`src/rtl/core/bchc_pkg.sv`:
```
package bchc_pkg;

    localparam int OP_W         = 2;
    localparam int LEVEL_W      = 17;
    localparam int ON_W         = 24;
    localparam int LEN_W        = 8;
    localparam int CFG_IDX_W    = 2;
    localparam int CFG_DATA_W   = 24;
    localparam int OUT_DATA_W   = 24;

    localparam logic [OP_W-1:0] OP_SAMPLE = 2'd0;
    localparam logic [OP_W-1:0] OP_TICK   = 2'd1;
    localparam logic [OP_W-1:0] OP_CHECK  = 2'd2;

    localparam logic [CFG_IDX_W-1:0] CFG_LOW_THRESHOLD  = 2'd0;
    localparam logic [CFG_IDX_W-1:0] CFG_HIGH_THRESHOLD = 2'd1;
    localparam logic [CFG_IDX_W-1:0] CFG_MIN_CHARGE     = 2'd2;
    localparam logic [CFG_IDX_W-1:0] CFG_BLOCK_LENGTH   = 2'd3;

    localparam logic [LEVEL_W-1:0] LOW_THRESHOLD_RST  = 17'd43000;
    localparam logic [LEVEL_W-1:0] HIGH_THRESHOLD_RST = 17'd53000;
    localparam logic [ON_W-1:0]    MIN_CHARGE_RST     = 24'd30000;
    localparam logic [LEN_W-1:0]   BLOCK_LENGTH_RST   = 8'd100;

    localparam logic [LEVEL_W-1:0] SUM_MAX = {LEVEL_W{1'b1}};
    localparam logic [ON_W-1:0]    ON_MAX  = {ON_W{1'b1}};

    typedef struct packed {
        logic [LEVEL_W-1:0] low_threshold;
        logic [LEVEL_W-1:0] high_threshold;
        logic [ON_W-1:0]    min_charge_ticks;
        logic [LEN_W-1:0]   block_length;
    } bchc_cfg_t;

    // Packed from the top down so that charger_enable lands in bit 0.
    typedef struct packed {
        logic               block_done;
        logic [LEVEL_W-1:0] charge_level;
        logic               charger_enable;
    } bchc_result_t;

    localparam int RESULT_W = $bits(bchc_result_t);

endpackage

```
`src/rtl/core/bchc_step.sv`:
```
module bchc_step #(
    parameter int MAX_BLOCK   = 128,
    parameter int SAMPLE_BITS = 10
) (
    input  logic                        clk,
    input  logic                        rst_n,
    input  logic                        advance,
    input  logic [bchc_pkg::OP_W-1:0]   opcode,
    input  logic [SAMPLE_BITS-1:0]      sample,
    input  bchc_pkg::bchc_cfg_t         cfg,
    output bchc_pkg::bchc_result_t      result
);
    import bchc_pkg::*;

    localparam int CNT_W     = $clog2(MAX_BLOCK + 1);
    localparam int LEN_CMP_W = (CNT_W > LEN_W) ? CNT_W : LEN_W;

    logic [CNT_W-1:0]     count_reg;
    logic [CNT_W-1:0]     count_next;
    logic [LEVEL_W-1:0]   sum_reg;
    logic [LEVEL_W-1:0]   sum_next;
    logic [LEVEL_W-1:0]   level_reg;
    logic [LEVEL_W-1:0]   level_next;
    logic                 charging_reg;
    logic                 charging_next;
    logic [ON_W-1:0]      on_time_reg;
    logic [ON_W-1:0]      on_time_next;

    logic [LEN_CMP_W-1:0] len_ext;
    logic [LEN_CMP_W-1:0] eff_len;
    logic [CNT_W-1:0]     cnt_inc;
    logic [LEVEL_W:0]     sum_wide;
    logic [LEVEL_W-1:0]   sum_sat;
    logic                 done;

    always_comb
    begin
        len_ext = LEN_CMP_W'(cfg.block_length);
        if (len_ext == '0)
        begin
            eff_len = LEN_CMP_W'(1);
        end
        else if (len_ext > LEN_CMP_W'(MAX_BLOCK))
        begin
            eff_len = LEN_CMP_W'(MAX_BLOCK);
        end
        else
        begin
            eff_len = len_ext;
        end

        cnt_inc  = count_reg + CNT_W'(1);
        sum_wide = {1'b0, sum_reg} + (LEVEL_W + 1)'(sample);
        sum_sat  = sum_wide[LEVEL_W] ? SUM_MAX : sum_wide[LEVEL_W-1:0];

        count_next    = count_reg;
        sum_next      = sum_reg;
        level_next    = level_reg;
        charging_next = charging_reg;
        on_time_next  = on_time_reg;
        done          = 1'b0;

        case (opcode)
            OP_SAMPLE:
            begin
                if (LEN_CMP_W'(cnt_inc) >= eff_len)
                begin
                    done       = 1'b1;
                    level_next = sum_sat;
                    sum_next   = '0;
                    count_next = '0;
                end
                else
                begin
                    sum_next   = sum_sat;
                    count_next = cnt_inc;
                end
            end
            OP_TICK:
            begin
                if (charging_reg && (on_time_reg != ON_MAX))
                begin
                    on_time_next = on_time_reg + ON_W'(1);
                end
            end
            OP_CHECK:
            begin
                if (level_reg < cfg.low_threshold)
                begin
                    if (!charging_reg)
                    begin
                        charging_next = 1'b1;
                        on_time_next  = '0;
                    end
                end
                else if (level_reg > cfg.high_threshold)
                begin
                    if (charging_reg && (on_time_reg > cfg.min_charge_ticks))
                    begin
                        charging_next = 1'b0;
                    end
                end
            end
            default:
            begin
            end
        endcase

        result.charger_enable = charging_next;
        result.charge_level   = level_next;
        result.block_done     = done;
    end

    always_ff @(posedge clk or negedge rst_n)
    begin
        if (!rst_n)
        begin
            count_reg    <= '0;
            sum_reg      <= '0;
            level_reg    <= '0;
            charging_reg <= 1'b0;
            on_time_reg  <= '0;
        end
        else if (advance)
        begin
            count_reg    <= count_next;
            sum_reg      <= sum_next;
            level_reg    <= level_next;
            charging_reg <= charging_next;
            on_time_reg  <= on_time_next;
        end
    end

endmodule

```
`src/rtl/core/battery_charge_hysteresis_control_top.sv`:
```
// Channel   Kind        Contents of one word
// s_axis    stream in   tuser: opcode; tdata: sample
// m_axis    stream out  tdata: charger_enable, charge_level, block_done
// cfg       write only  cfg_index selects the register, cfg_data carries it
//
// One word is accepted per cycle while s_axis_tready is high; its result is offered
// on m_axis once it has been loaded through the input register and then the result
// register around a single update step.
// Reset clears the accumulator, the held level, the charger state and the
// on-time counter, and loads the default thresholds and block length.
// A stalled output keeps one word pending in the input register and then holds
// s_axis_tready low until the result register drains.
module battery_charge_hysteresis_control_top #(
    parameter int MAX_BLOCK   = 128,
    parameter int SAMPLE_BITS = 10
) (
    input  logic                                 clk,
    input  logic                                 rst_n,

    input  logic                                 s_axis_tvalid,
    output logic                                 s_axis_tready,
    // Bits from the lowest: sample.
    input  logic [((SAMPLE_BITS+7)/8)*8-1:0]     s_axis_tdata,
    // Bits from the lowest: opcode.
    input  logic [bchc_pkg::OP_W-1:0]            s_axis_tuser,

    output logic                                 m_axis_tvalid,
    input  logic                                 m_axis_tready,
    // Bits from the lowest: charger_enable, charge_level, block_done.
    output logic [bchc_pkg::OUT_DATA_W-1:0]      m_axis_tdata,

    input  logic                                 cfg_we,
    input  logic [bchc_pkg::CFG_IDX_W-1:0]       cfg_index,
    input  logic [bchc_pkg::CFG_DATA_W-1:0]      cfg_data
);
    import bchc_pkg::*;

    bchc_cfg_t             cfg_reg;
    logic                  in_valid_reg;
    logic [OP_W-1:0]       op_reg;
    logic [SAMPLE_BITS-1:0] sample_reg;
    logic                  out_valid_reg;
    bchc_result_t          result_reg;
    bchc_result_t          result_next;
    logic                  advance;
    logic                  in_take;

    assign advance       = in_valid_reg && (!out_valid_reg || m_axis_tready);
    assign s_axis_tready = !in_valid_reg || advance;
    assign in_take       = s_axis_tvalid && s_axis_tready;
    assign m_axis_tvalid = out_valid_reg;
    assign m_axis_tdata  = {{(OUT_DATA_W - RESULT_W){1'b0}}, result_reg};

    always_ff @(posedge clk or negedge rst_n)
    begin
        if (!rst_n)
        begin
            cfg_reg.low_threshold    <= LOW_THRESHOLD_RST;
            cfg_reg.high_threshold   <= HIGH_THRESHOLD_RST;
            cfg_reg.min_charge_ticks <= MIN_CHARGE_RST;
            cfg_reg.block_length     <= BLOCK_LENGTH_RST;
        end
        else if (cfg_we)
        begin
            case (cfg_index)
                CFG_LOW_THRESHOLD:  cfg_reg.low_threshold    <= cfg_data[LEVEL_W-1:0];
                CFG_HIGH_THRESHOLD: cfg_reg.high_threshold   <= cfg_data[LEVEL_W-1:0];
                CFG_MIN_CHARGE:     cfg_reg.min_charge_ticks <= cfg_data[ON_W-1:0];
                CFG_BLOCK_LENGTH:   cfg_reg.block_length     <= cfg_data[LEN_W-1:0];
                default:
                begin
                end
            endcase
        end
    end

    always_ff @(posedge clk or negedge rst_n)
    begin
        if (!rst_n)
        begin
            in_valid_reg  <= 1'b0;
            out_valid_reg <= 1'b0;
        end
        else
        begin
            if (in_take)
            begin
                in_valid_reg <= 1'b1;
            end
            else if (advance)
            begin
                in_valid_reg <= 1'b0;
            end

            if (advance)
            begin
                out_valid_reg <= 1'b1;
            end
            else if (m_axis_tready)
            begin
                out_valid_reg <= 1'b0;
            end
        end
    end

    always_ff @(posedge clk)
    begin
        if (in_take)
        begin
            op_reg     <= s_axis_tuser;
            sample_reg <= s_axis_tdata[SAMPLE_BITS-1:0];
        end
        if (advance)
        begin
            result_reg <= result_next;
        end
    end

    bchc_step #(
        .MAX_BLOCK   (MAX_BLOCK),
        .SAMPLE_BITS (SAMPLE_BITS)
    ) u_step (
        .clk     (clk),
        .rst_n   (rst_n),
        .advance (advance),
        .opcode  (op_reg),
        .sample  (sample_reg),
        .cfg     (cfg_reg),
        .result  (result_next)
    );

endmodule

```
`config.mk`:
```
export PLATFORM = sky130hd
export DESIGN_NAME = battery_charge_hysteresis_control_top
export DESIGN_NICKNAME = d
export VERILOG_FILES = /design/src/rtl/core/bchc_pkg.sv /design/src/rtl/core/bchc_step.sv /design/src/rtl/core/battery_charge_hysteresis_control_top.sv
export SDC_FILE = /design/constraint.sdc
export NUM_CORES = 1
export LEC_CHECK = 0
export BUFFER_PORTS_ARGS = -buffer_cell sky130_fd_sc_hd__buf_2
export CORE_MARGIN = 3
export CORE_UTILIZATION = 45
export DETAILED_ROUTE_END_ITERATION = 10
export PLACE_DENSITY_LB_ADDON = 0.08
export SYNTH_ARGS = -nofsm -noshare
export SYNTH_HDL_FRONTEND = slang
export SYNTH_SLANG_ARGS = --single-unit
export TNS_END_PERCENT = 30
```
`constraint.sdc`:
```
create_clock -name clk -period 3.3 [get_ports clk]
set_clock_uncertainty 0.15 [all_clocks]
set_input_delay 0 -clock clk [delete_from_list [all_inputs] [get_ports clk]]
set_output_delay 0 -clock clk [all_outputs]
set_load 0.01 [all_outputs]
```
# ---- Word-level counts from Yosys, hierarchy flattened
# Index checks and enable logic that the tools add are counted.
dict set report classes {
  magnitude_cmp 5
  n_eq_ne 9
  mux 20
  add_sub_neg 3
  reduce_logical 20
}
# operator count
set ops {}
lappend ops {{24-bit 2-to-1 mux} 3}
lappend ops {{17-bit 2-to-1 mux} 4}
lappend ops {{24-bit case mux with 2 select lines} 1}
lappend ops {{24-bit by 1-bit adder with 24-bit output (second input constant)} 1}
lappend ops {{24-bit greater-than comparator} 1}
lappend ops {{8-bit 2-to-1 mux} 3}
lappend ops {{24-bit != test (second input constant)} 1}
lappend ops {{17-bit by 10-bit adder with 18-bit output} 1}
lappend ops {{17-bit greater-than comparator} 1}
lappend ops {{17-bit less-than comparator} 1}
lappend ops {{2-bit AND reduction} 5}
lappend ops {{1-bit 2-to-1 mux} 9}
lappend ops {{8-bit by 1-bit adder with 8-bit output (second input constant)} 1}
lappend ops {{8-bit greater-or-equal comparator} 1}
lappend ops {{8-bit greater-than comparator (second input constant)} 1}
lappend ops {{8-bit logical NOT} 1}
lappend ops {{2-bit == test (second input constant)} 3}
lappend ops {{2-bit nonzero test} 3}
lappend ops {{5-bit AND reduction} 1}
lappend ops {{2-bit by 1-bit == test with 1-bit output (second input constant)} 2}
lappend ops {{1-bit logical AND} 4}
lappend ops {{2-bit logical NOT} 2}
lappend ops {{2-bit by 1-bit != test with 1-bit output (second input constant)} 2}
lappend ops {{1-bit logical NOT} 2}
lappend ops {{2 further kinds} 3}
dict set report word_totals {
  regBits 166
  wordCells 73
  out_inout_bits 26
  input_bits 49
}

# ---- Logic depth before layout (Yosys ltp)
# Gate-level depths: netlist of run 1.
dict set report logic_depth {
  word_depth 6
  depth_mapped 13
}

# ---- Modules after synthesis
# Synthesis of run 1 repeated with hierarchy kept, for this count alone.
dict set report unflattened {
  cells_unflattened 860
  area_unflattened_um2 9355.2
}
# mod cells_per_inst area_per_inst_um2 instances
set modules_own_cells {}
lappend modules_own_cells {bchc_step 675 5791.8 1}
lappend modules_own_cells {battery_charge_hysteresis_control_top 185 3563.4 1}

# ---- Least setup slack after synthesis of run 1
# No wires, ideal clock.
dict set report synth_timing {
  path_kind {register to register}
  startpoint {register u_step.count_reg[0]}
  endpoint {register u_step.sum_reg[15]}
  arrival_time_ps 2595
  path_stages_with_launch 12
  slack_ps 487
  setup_time_ps 67
  required_time_ps 3083
  period_less_slack_ps 2813
  path_cell_list {dfrtp_1 > ha_1 > nand3_1 > xnor2_1 > ha_1 > a21o_1 > a2111oi_4 > o21ai_2 > and2_1 > clkbuf_1 > nor2_2 > a32o_1}
}
dict set report synth_via {
  elab_chain_cells 3
}
# element line_no
set synth_lines {}
lappend synth_lines {{from (decl)} bchc_step.sv:18} ;# logic [CNT_W-1:0] count_reg;
lappend synth_lines {{from (signal assigned)} bchc_step.sv:126} ;# count_reg <= count_next;
lappend synth_lines {{8-bit by 1-bit adder with 8-bit output} bchc_step.sv:52} ;# cnt_inc = count_reg + CNT_W'(1);
lappend synth_lines {{8-bit greater-or-equal comparator} bchc_step.sv:66} ;# if (LEN_CMP_W'(cnt_inc) >= eff_len)
lappend synth_lines {{17-bit 2-to-1 mux} bchc_step.sv:66}
lappend synth_lines {{to (signal assigned)} bchc_step.sv:127} ;# sum_reg <= sum_next;
lappend synth_lines {{to (decl)} bchc_step.sv:20} ;# logic [LEVEL_W-1:0] sum_reg;
# Every way passes these cells.
# A chain may end at the register's enable or synchronous reset.

==> results of run 1 <==
[power by group through the flow]
stage / sequential (W) / clock [W] / combinational [W]
after CTS: 0.00291 / 0.00206 / 0.00231
after global placement: 0.00293 / 0 / 0.00217
final: 0.00291 / 0.00202 / 0.00229
after detailed placement: 0.00295 / 0 / 0.00225
after global routing: 0.00297 / 0.00214 / 0.00261
after floorplan: 0.00282 / 0 / 0.00165
[layer usage]
metal / global-route usage, % / vias to the layer above
met1: 26.8 / 3319
met2: 34.7 / 130
met3: 3.44 / 30
met5: 0 / -
li1: - / 3295
met4: 6.61 / 0
[worst max-delay path, cell delays in order (launching register included)]
cell	delay, ns
sky130_fd_sc_hd__dfrtp_1	0.43
sky130_fd_sc_hd__ha_1	0.25
sky130_fd_sc_hd__nand3_1	0.13
sky130_fd_sc_hd__xnor2_1	0.26
sky130_fd_sc_hd__ha_1	0.29
sky130_fd_sc_hd__a21o_1	0.21
sky130_fd_sc_hd__a2111oi_4	0.36
sky130_fd_sc_hd__o21ai_2	0.16
sky130_fd_sc_hd__nand2_1	0.13
sky130_fd_sc_hd__inv_2	0.15
sky130_fd_sc_hd__mux2_4	0.33
[synthesized netlist by cell type (all sizes together), types with 3 or more instances]
library cell and number:
a2111oi 3, a211oi 5, a21o 11, a21oi 31, a221o 3, a22o 9
a31oi 18, a41oi 3, and2 12, and3 21, and4 5, buf 14
clkbuf 17, dfrtp 108, dfstp 27, edfxtp 31, ha 77, inv 64
mux2 60, nand2 83, nand2b 11, nand3 21, nand3b 6, nand4 18
nand4b 3, nor2 60, nor2b 7, nor3 9, nor4 6, o211ai 3
o21a 3, o21ai 50, o31ai 5, xnor2 7, xor2 29
[cells in the final DEF, fill, tap and decap left out, types with 3 or more instances in the layout]
cell / instances
sky130_fd_sc_hd__conb_1: 5
sky130_fd_sc_hd__buf_4: 15
sky130_fd_sc_hd__xor2_1: 29
sky130_fd_sc_hd__a221o_1: 3
sky130_fd_sc_hd__nand2_1: 82
sky130_fd_sc_hd__nor2b_1: 7
sky130_fd_sc_hd__a21oi_1: 31
sky130_fd_sc_hd__nand2b_1: 11
sky130_fd_sc_hd__dfrtp_1: 108
sky130_fd_sc_hd__nor3_1: 9
sky130_fd_sc_hd__xnor2_1: 7
sky130_fd_sc_hd__inv_6: 6
sky130_fd_sc_hd__nand3_1: 21
sky130_fd_sc_hd__buf_2: 62
sky130_fd_sc_hd__edfxtp_1: 31
sky130_fd_sc_hd__and3_1: 21
sky130_fd_sc_hd__a22o_1: 8
sky130_fd_sc_hd__clkbuf_16: 17
sky130_fd_sc_hd__inv_1: 63
sky130_fd_sc_hd__o21ai_0: 48
sky130_fd_sc_hd__nand4_1: 18
sky130_fd_sc_hd__and2_1: 10
sky130_fd_sc_hd__clkinvlp_4: 3
sky130_fd_sc_hd__o211ai_1: 3
sky130_fd_sc_hd__dfstp_2: 27
sky130_fd_sc_hd__mux2_2: 58
sky130_fd_sc_hd__o21a_1: 3
sky130_fd_sc_hd__o31ai_1: 5
sky130_fd_sc_hd__nor4_1: 6
sky130_fd_sc_hd__a41oi_1: 3
sky130_fd_sc_hd__a21o_1: 11
sky130_fd_sc_hd__and4_1: 5
sky130_fd_sc_hd__nor2_1: 58
sky130_fd_sc_hd__nand4b_1: 3
sky130_fd_sc_hd__nand3b_1: 6
sky130_fd_sc_hd__ha_1: 77
sky130_fd_sc_hd__a31oi_1: 17
sky130_fd_sc_hd__dlygate4sd3_1: 45
sky130_fd_sc_hd__a211oi_1: 5
[cells by family (layout without fill, tap and decap cells)]
group | after synthesis | count (layout) | share of synthesized area, %
mux | 62 | 62 | 7.71
fa+ha+maj | 78 | 78 | 10.8
xor+xnor | 36 | 36 | 3.46
other cells | 1 | 5 | 0.0411
buf+inv | 96 | 220 | 4.28
simple gates | 267 | 267 | 14.5
flops | 166 | 166 | 47.6
compound gates | 156 | 156 | 11.6
[repair_timing]
| action | 4_1_cts | 5_1_grt |
|---|---|---|
| resized for setup | 0 | 1 |
| hold endpoints to repair | 155 | 0 |
| endpoints found under the setup margin | 0 | 2 |
| hold buffers | 45 | 0 |
[worst max path at each step]
stage                              startpoint                  end  slack [ns]  cells past startpoint
after global placement    u_step.count_reg[0]      m_axis_tdata[9]        0.29                     10
after CTS                 u_step.count_reg[0]  u_step.level_reg[1]        0.15                     10
after floorplan           u_step.count_reg[0]   u_step.sum_reg[15]        0.49                     11
final                     u_step.count_reg[0]      m_axis_tdata[9]        0.21                     10
after global routing      u_step.count_reg[0]  u_step.count_reg[2]       0.009                     11
after detailed placement  u_step.count_reg[0]  u_step.level_reg[4]        0.20                     11
[final cells by class]
cell class / instances / area [um^2]
clock inverter: 15 / 168
timing repair buffer: 123 / 885
multi-input combinational: 604 / 4410
clock buffer: 17 / 425
inverter: 65 / 244
sequential: 166 / 4340
fill: 1715 / 8910
tap: 265 / 332
[metrics by stage]
| stage | hold WS [ns] | total power, W | area (um^2) |
|---|---|---|---|
| detailed placement | -0.0621 | 0.00520 | 9760 |
| floorplan | -0.446 | 0.00447 | 9140 |
| CTS | 0.0524 | 0.00729 | 10800 |
| finish | 0.0249 | 0.00723 | 10800 |
| global route | 0.0931 | 0.00772 | 10800 |
| global placement | -0.0684 | 0.00510 | 9760 |
==> metrics.log, run 1 <==
INFO  metric largest_register_ffs = 66
INFO  metric slew_headroom = about a third
INFO  metric ant_nets = 0
INFO  metric r2r_cells = 10
INFO  metric place.gp.congestion = 0.832
INFO  metric insertedDiodeCount = 0
INFO  metric grt_pass1_wl = around 36000 um
INFO  metric unrepaired_setup_endpoints_after_global_routing = no
INFO  metric p_sw_share = about a third
INFO  metric port_buffer_count = 63
INFO  metric postCtsSetupBuffers = 0
INFO  metric min_period = 3.09 ns
INFO  metric ctsLongestPathBuffers = 2
INFO  metric setup-tns-final = 0 ns
INFO  metric p_comb_share = a little under a third
INFO  metric finalHoldViolations = 0
INFO  metric run_status = finished, final reports clean
INFO  metric placementRows = just over 50
INFO  metric worst-slew-pin-transition = roughly 1 ns
INFO  metric grt_use_total = about a fifth
INFO  metric max_freq = about 320 MHz
INFO  metric nets = approximately 1100
INFO  metric area.growth.synth_to_final = 18.5%
INFO  metric p_per_area = approximately 670 mW/mm^2
INFO  metric synth_seq_cells = approximately 170
INFO  metric finalNonFillerCells = 1255
INFO  metric highest_metal_layer_used_by_the_detailed_router = met4
INFO  metric final.period_utilization = slightly above 90%
INFO  metric timing.final.setup_violations = 0
INFO  metric post_synth_num_cell_types = 66
INFO  metric dr_total_vias = just under 7000
INFO  metric drt_drc_violations_left = 0
INFO  metric critical_path_capture_point_type = flop
INFO  metric layout_setup_ws = between 0.2 and 0.25 ns
INFO  metric wirelength = roughly 22000 um
INFO  metric synth-edff-count = 31
INFO  metric dp.cells = ~1200
INFO  metric synth-seq-area-share = 47.6%
INFO  metric floorplan.io_pins = 75
INFO  metric syn_area = ~0.0091 mm^2
INFO  metric worst_setup_hold_path_clk_slew = about 0.070 ns
INFO  metric postSynthAreaPerCell = 10.6 um^2
INFO  metric reg2reg_slack = roughly 0.21 ns
INFO  metric cts-root-buf = sky130_fd_sc_hd__clkbuf_16
INFO  metric syn-instance-count = ~860
INFO  metric cp.arrival = roughly 3.1 ns
INFO  metric largest_net_degree_at_the_start_of_global_routing = between 70 and 80
INFO  metric timing.critical_path.fanout_max = 19
INFO  metric globalRouteOverflowTotal = 0
INFO  metric internal_power = ~0.0047 W
INFO  metric reg2reg_to = m_axis_tdata[9]
INFO  metric synth.yosys.warnings = 0
INFO  metric share_of_the_synthesized_area_in_the_top_cell_type = 29.6%
INFO  metric detail_route.wl_per_cell = between 15 and 20 um
INFO  metric irDropWorstVdd = about 0.00044 V
INFO  metric tritoncts_clock_tree = done
INFO  metric post_synth_main_area_contributors = sky130_fd_sc_hd__dfrtp_1, sky130_fd_sc_hd__ha_1, sky130_fd_sc_hd__edfxtp_1
INFO  metric path_category_of_the_worst_min_delay_check = in -> async
INFO  metric post_placement_setup_slack = 0.200 ns
INFO  metric grt_antenna_before_repair = 0
INFO  metric p_leak = between 5 and 6 nW
INFO  metric regToRegStartpoint = u_step.count_reg[0]
INFO  metric finalMaxSlewViolations = 0
INFO  metric clock_h_tree_levels = 4
INFO  metric tritoncts.num_buffers = 17
INFO  metric power.share.clock = between 20 and 30%
INFO  metric dr.first_iter.drc_count = about 340
INFO  metric route.met3.wl = 722 um
INFO  metric drv.max_cap_violation_count = 0
INFO  metric synth_top_area_cell = sky130_fd_sc_hd__dfrtp_1
INFO  metric power.switching = about 0.0025 W
INFO  metric starting_density = a little under half
INFO  metric postSynth.topFlopCell = sky130_fd_sc_hd__dfrtp_1
INFO  metric die_w = ~150 um
INFO  metric core_area = approximately 0.020 mm^2
INFO  metric cts_num_sinks = 166
INFO  metric timing.setup.critical_path_class = reg -> reg
INFO  metric die_height = 148 um
INFO  metric dr_wl_met2 = 10800 um
INFO  metric power.sequential.fraction = between 40% and 50%
INFO  metric ys_async_sr_fraction = 81.3%
INFO  metric hpwlAfterDp = around 16000 um
INFO  metric fp.dieArea = between 0.02 and 0.025 mm^2
INFO  metric vias_per_cell = approximately 5.4
INFO  metric clk-insertion-delay-late = approximately 0.43 ns
INFO  metric m1WireLength = around 9800 um
INFO  metric startpoint_kind_of_the_worst_setup_timing_path = flop
INFO  metric iteration_count_of_the_initial_detailed_routing_pass = 6
INFO  metric post_route_cells_drive_above_1_share = between 20% and 30%
INFO  metric via_count_of_the_first_global_routing_pass = between 6000 and 7000
INFO  metric final_core_util = a little over half
INFO  metric worst-endpoint-required = about 3.3 ns
Note: power is estimated with default switching activity, not from simulation.
==> run 2, diff against run 1 <==
--- a/config.mk
+++ b/config.mk
@@ -10,7 +10,9 @@
 export CORE_UTILIZATION = 45
 export DETAILED_ROUTE_END_ITERATION = 10
 export PLACE_DENSITY_LB_ADDON = 0.08
+export RECOVER_POWER = 100
 export SYNTH_ARGS = -nofsm -noshare
 export SYNTH_HDL_FRONTEND = slang
+export SYNTH_HIERARCHICAL = 1
 export SYNTH_SLANG_ARGS = --single-unit
 export TNS_END_PERCENT = 30
==> constraint.sdc (replaced) <==
create_clock -name clk -period 2.72 [get_ports clk]
set_clock_uncertainty 0.15 [all_clocks]
set_input_delay 0 -clock clk [delete_from_list [all_inputs] [get_ports clk]]
set_output_delay 0 -clock clk [all_outputs]
set_load 0.01 [all_outputs]
==> run 2 against run 1 <==
The flow now finishes with violations (capacitance limit, slew limit, setup timing). Hold slack improved by 0.065 ns. Via count rose by 12%. Power rose by 41%. Maximum frequency rose by 5.6%. Routed wire length rose by 16%. Critical path type unchanged. Critical endpoint is now m_axis_tdata[2]. Clock-buffer cell count rose by 1. Utilization rose by 5.9 points. Sequential power rose by 21%.
==> metrics.log, run 2 <==
INFO  metric hpwlAfterDp = 17700 um (was 16100 um)
INFO  metric crit_end = m_axis_tdata[2] (was m_axis_tdata[9])
INFO  metric place.gp.congestion = 0.927 (was 0.832)
INFO  metric storage_cell_area = 0.00434 mm^2 (unchanged)
INFO  metric violated_checks = capacitance limit, slew limit, setup timing
INFO  metric multi_input_area = 0.00508 mm^2 (was 0.00441 mm^2)
INFO  metric postSynthAreaPerCell = 10.9 um^2 (was 10.6 um^2)
INFO  metric fillCellCount = 1682 (was 1715)
INFO  metric cp.arrival = 2.95 ns (was 3.13 ns)
INFO  metric fp.dieArea = 0.0226 mm^2 (was 0.0220 mm^2)
INFO  metric layout_setup_ws = -0.201 ns (was 0.215 ns)
INFO  metric timing.setup.critical_path_class = reg -> reg (unchanged)
INFO  metric starting_density = 46.1% (was 46.3%)
INFO  metric ant_nets = 0 (unchanged)
INFO  metric final_cell_area = 0.0123 mm^2 (was 0.0108 mm^2)
INFO  metric synth-seq-area-share = 46.4% (was 47.6%)
INFO  metric tritoncts.num_buffers = 17 (unchanged)
INFO  metric wirelength = 25300 um (was 21800 um)
INFO  metric worst-endpoint-required = 2.75 ns (was 3.34 ns)
INFO  metric floorplan.io_pins = 75 (unchanged)
INFO  metric reg2reg_to = m_axis_tdata[2] (was m_axis_tdata[9])
INFO  metric core_area = 0.0203 mm^2 (was 0.0197 mm^2)
INFO  metric iteration_count_of_the_initial_detailed_routing_pass = 5 (was 6)
INFO  metric max_freq = 342 MHz (was 324 MHz)
INFO  metric die_w = 150 um (was 148 um)
INFO  metric hold-worst-slack = 0.0899 ns (was 0.0249 ns)
INFO  metric worst-slew-pin-transition = 1.64 ns (was 1.02 ns)
INFO  metric area.growth.synth_to_final = 31.7% (was 18.5%)
INFO  metric synth_top_area_cell = sky130_fd_sc_hd__dfrtp_1 (unchanged)
INFO  metric port_buffer_count = 63 (unchanged)
INFO  metric critical_path_capture_point_type = flop (unchanged)
INFO  metric finalMaxSlewViolations = 30 (was 0)
INFO  metric syn-instance-count = 860 (was 862)
INFO  metric run_status = finished, violations left (was finished, final reports clean)
INFO  metric die_height = 150 um (was 148 um)
INFO  metric largest_register_ffs = 66 (unchanged)
INFO  metric globalRouteOverflowTotal = 0 (unchanged)
INFO  metric nets = 1215 (was 1104)
INFO  metric largest_net_degree_at_the_start_of_global_routing = 56 (was 78)
INFO  metric post_route_cells_drive_above_1_share = 35.7% (was 21.4%)
INFO  metric drt_drc_violations_left = 0 (unchanged)
INFO  metric reg2reg_slack = -0.20 ns (was 0.21 ns)
INFO  metric unrepaired_setup_endpoints_after_global_routing = yes (was no)
INFO  metric dr.first_iter.drc_count = 338 (was 341)
INFO  metric vias_per_cell = 5.51 (was 5.40)
INFO  metric most_used_cells_in_the_layout_excluding_fill_and_tap_cells = sky130_fd_sc_hd__dfrtp_1, sky130_fd_sc_hd__buf_4, sky130_fd_sc_hd__mux2_2 (was sky130_fd_sc_hd__dfrtp_1, sky130_fd_sc_hd__nand2_1, sky130_fd_sc_hd__ha_1)
INFO  metric grt_use_total = 23.1% (was 20.4%)
INFO  metric drv.max_cap_violation_count = 1 (was 0)
INFO  metric dr_total_vias = 7566 (was 6774)
INFO  metric post_placement_setup_slack = -0.358 ns (was 0.200 ns)
INFO  metric timing.final.setup_violations = 63 (was 0)
INFO  metric worst_setup_hold_path_clk_slew = 0.06 ns (was 0.07 ns)
INFO  metric grt_antenna_before_repair = 0 (unchanged)
INFO  metric via_count_of_the_first_global_routing_pass = 7884 (was 6940)
INFO  metric postPlaceCellArea = 0.0107 mm^2 (was 0.00976 mm^2)
INFO  metric post_synth_num_cell_types = 67 (was 66)
INFO  metric post_synth_main_area_contributors = sky130_fd_sc_hd__dfrtp_1, sky130_fd_sc_hd__mux2_2, sky130_fd_sc_hd__ha_1 (was sky130_fd_sc_hd__dfrtp_1, sky130_fd_sc_hd__ha_1, sky130_fd_sc_hd__edfxtp_1)
INFO  metric min_period = 2.92 ns (was 3.09 ns)
INFO  metric finalHoldViolations = 0 (unchanged)
INFO  metric post_synth_most_frequent_cells = sky130_fd_sc_hd__dfrtp_1, sky130_fd_sc_hd__mux2_2, sky130_fd_sc_hd__ha_1, sky130_fd_sc_hd__inv_1, sky130_fd_sc_hd__nand2_1 (was sky130_fd_sc_hd__dfrtp_1, sky130_fd_sc_hd__nand2_1, sky130_fd_sc_hd__ha_1, sky130_fd_sc_hd__inv_1)
INFO  metric slew_headroom = -9.51% (was 32.0%)
INFO  metric startpoint_kind_of_the_worst_setup_timing_path = flop (unchanged)
INFO  metric detail_route.wl_per_cell = 18.4 um (was 17.3 um)
INFO  metric clock_h_tree_levels = 4 (unchanged)
INFO  metric synth-edff-count = 31 (unchanged)
INFO  metric synth_seq_cells = 166 (unchanged)
INFO  metric timing.critical_path.fanout_max = 4 (was 19)
INFO  metric r2r_cells = 12 (was 10)
INFO  metric postSynth.topFlopCell = sky130_fd_sc_hd__dfrtp_1 (unchanged)
INFO  metric irDropWorstVdd = 0.000609 V (was 0.000435 V)
INFO  metric post-layout-total-power = 0.0102 W (was 0.00723 W)
INFO  metric final.period_utilization = 107% (was 93.5%)
INFO  metric share_of_the_synthesized_area_in_the_top_cell_type = 28.9% (was 29.6%)
INFO  metric dp.cells = 1270 (was 1178)
INFO  metric grt_pass1_wl = 40800 um (was 35700 um)
INFO  metric p_leak = 5.59 nW (was 5.03 nW)
INFO  metric synth_most_common_cell = sky130_fd_sc_hd__dfrtp_1 (unchanged)
INFO  metric cts_num_sinks = 166 (unchanged)
INFO  metric clk-insertion-delay-late = 0.44 ns (was 0.43 ns)
INFO  metric path_category_of_the_worst_min_delay_check = in -> reg (was in -> async)
INFO  metric syn_area = 0.00936 mm^2 (was 0.00912 mm^2)
INFO  metric ys_async_sr_fraction = 81.3% (unchanged)
INFO  metric cts-root-buf = sky130_fd_sc_hd__clkbuf_16 (unchanged)
INFO  metric ctsLongestPathBuffers = 2 (unchanged)
INFO  metric finalNonFillerCells = 1372 (was 1255)
INFO  metric crit_start = cfg_reg[4] (was u_step.count_reg[0])
INFO  metric placementRows = 52 (was 51)
INFO  metric regToRegStartpoint = cfg_reg[4] (was u_step.count_reg[0])
INFO  metric synth.yosys.warnings = 6 (was 0)
INFO  metric tritoncts_clock_tree = done (unchanged)
INFO  metric layout_commonest_cell = sky130_fd_sc_hd__dfrtp_1 (unchanged)
INFO  metric p_per_area = 825 mW/mm^2 (was 669 mW/mm^2)
run 2: kinds of logic (layout without fill, tap and decap cells):
logic type                 after synthesis  count (layout)  synth area share (%)
xor gates and xnor gates                12              12                  1.12
other                                    1               6                0.0401
and+or+nand+nor                        225             225                  12.9
DFF                                    166             166                  46.4
buffers and inverters                  102             336                  4.69
adders and majority gates               78              78                  10.5
muxes                                   98              98                  11.8
AOI/OAI and AO/OA                      178             181                  12.5
run 2: what timing repair did:
item	CTS	global route
resized for setup	66	51
hold buffers	41	0
cloned	2	2
buffers inserted	21	4
endpoints found under the hold margin	196	0
pin swaps	64	31
setup endpoints to repair	80	86
run 2: stage by stage:
| stage | TNS (ns) | utilization [%] |
|---|---|---|
| floorplan | -1.15 | - |
| global placement | -8.72 | 52.7 |
| detailed placement | -15.57 | 52.7 |
| CTS | -7.90 | 60.0 |
| global route | -12.12 | 60.7 |
| finish | -5.25 | 60.7 |
run 2: layout make-up:
type	count	area share, %
Sequential cell	166	35.2
Inverter	70	2.17
Clock inverter	14	1.02
Antenna cell	1	0.0203
Clock buffer	18	3.48
Multi-Input combinational cell	599	41.2
Timing Repair inverter	1	0.0508
Timing Repair Buffer	233	14.1
Tap cell	270	2.74
run 2: power by group:
part / internal, W / leakage (nW) / total (W) / switching (W)
clock network: 0.00127 / 0.271 / 0.00231 / 0.00105
logic: 0.00226 / 3.38 / 0.00433 / 0.00207
registers: 0.00312 / 1.94 / 0.00352 / 0.000399
total: 0.00665 / 5.59 / 0.0102 / 0.00352
run 2: layer usage:
layer | track usage, % | wire length [um] | vias up
li1 | - | - | 3585
met4 | 5.95 | 313 | 0
met2 | 38.5 | 12200 | 181
met1 | 31.8 | 11700 | 3775
met5 | 0 | 0 | -
met3 | 3.40 | 1060 | 25
run 2: how the worst min path moves through the flow:
stage	start	end	slack (ns)	cells past startpoint
global route	cfg_index[0]	cfg_reg[65]	0.09	4
CTS	rst_n	cfg_reg[64]	0.02	2
detailed placement	rst_n	cfg_reg[24]	-0.15	1
finish	cfg_we	cfg_reg[7]	0.09	3
global placement	rst_n	cfg_reg[24]	-0.16	1
floorplan	rst_n	cfg_reg[0]	-0.45	0
run 2: worst max-delay path, cell delays in order, from the launching register on:
cell	delay, ns
sky130_fd_sc_hd__dfrtp_1	0.38
sky130_fd_sc_hd__nor4_2	0.29
sky130_fd_sc_hd__a21oi_1	0.10
sky130_fd_sc_hd__nor2_1	0.15
sky130_fd_sc_hd__ha_1	0.24
sky130_fd_sc_hd__nand2b_4	0.13
sky130_fd_sc_hd__a21o_1	0.15
sky130_fd_sc_hd__a21oi_2	0.20
sky130_fd_sc_hd__o21ai_4	0.10
sky130_fd_sc_hd__a31oi_4	0.21
sky130_fd_sc_hd__buf_12	0.15
sky130_fd_sc_hd__buf_6	0.12
sky130_fd_sc_hd__mux2_4	0.30
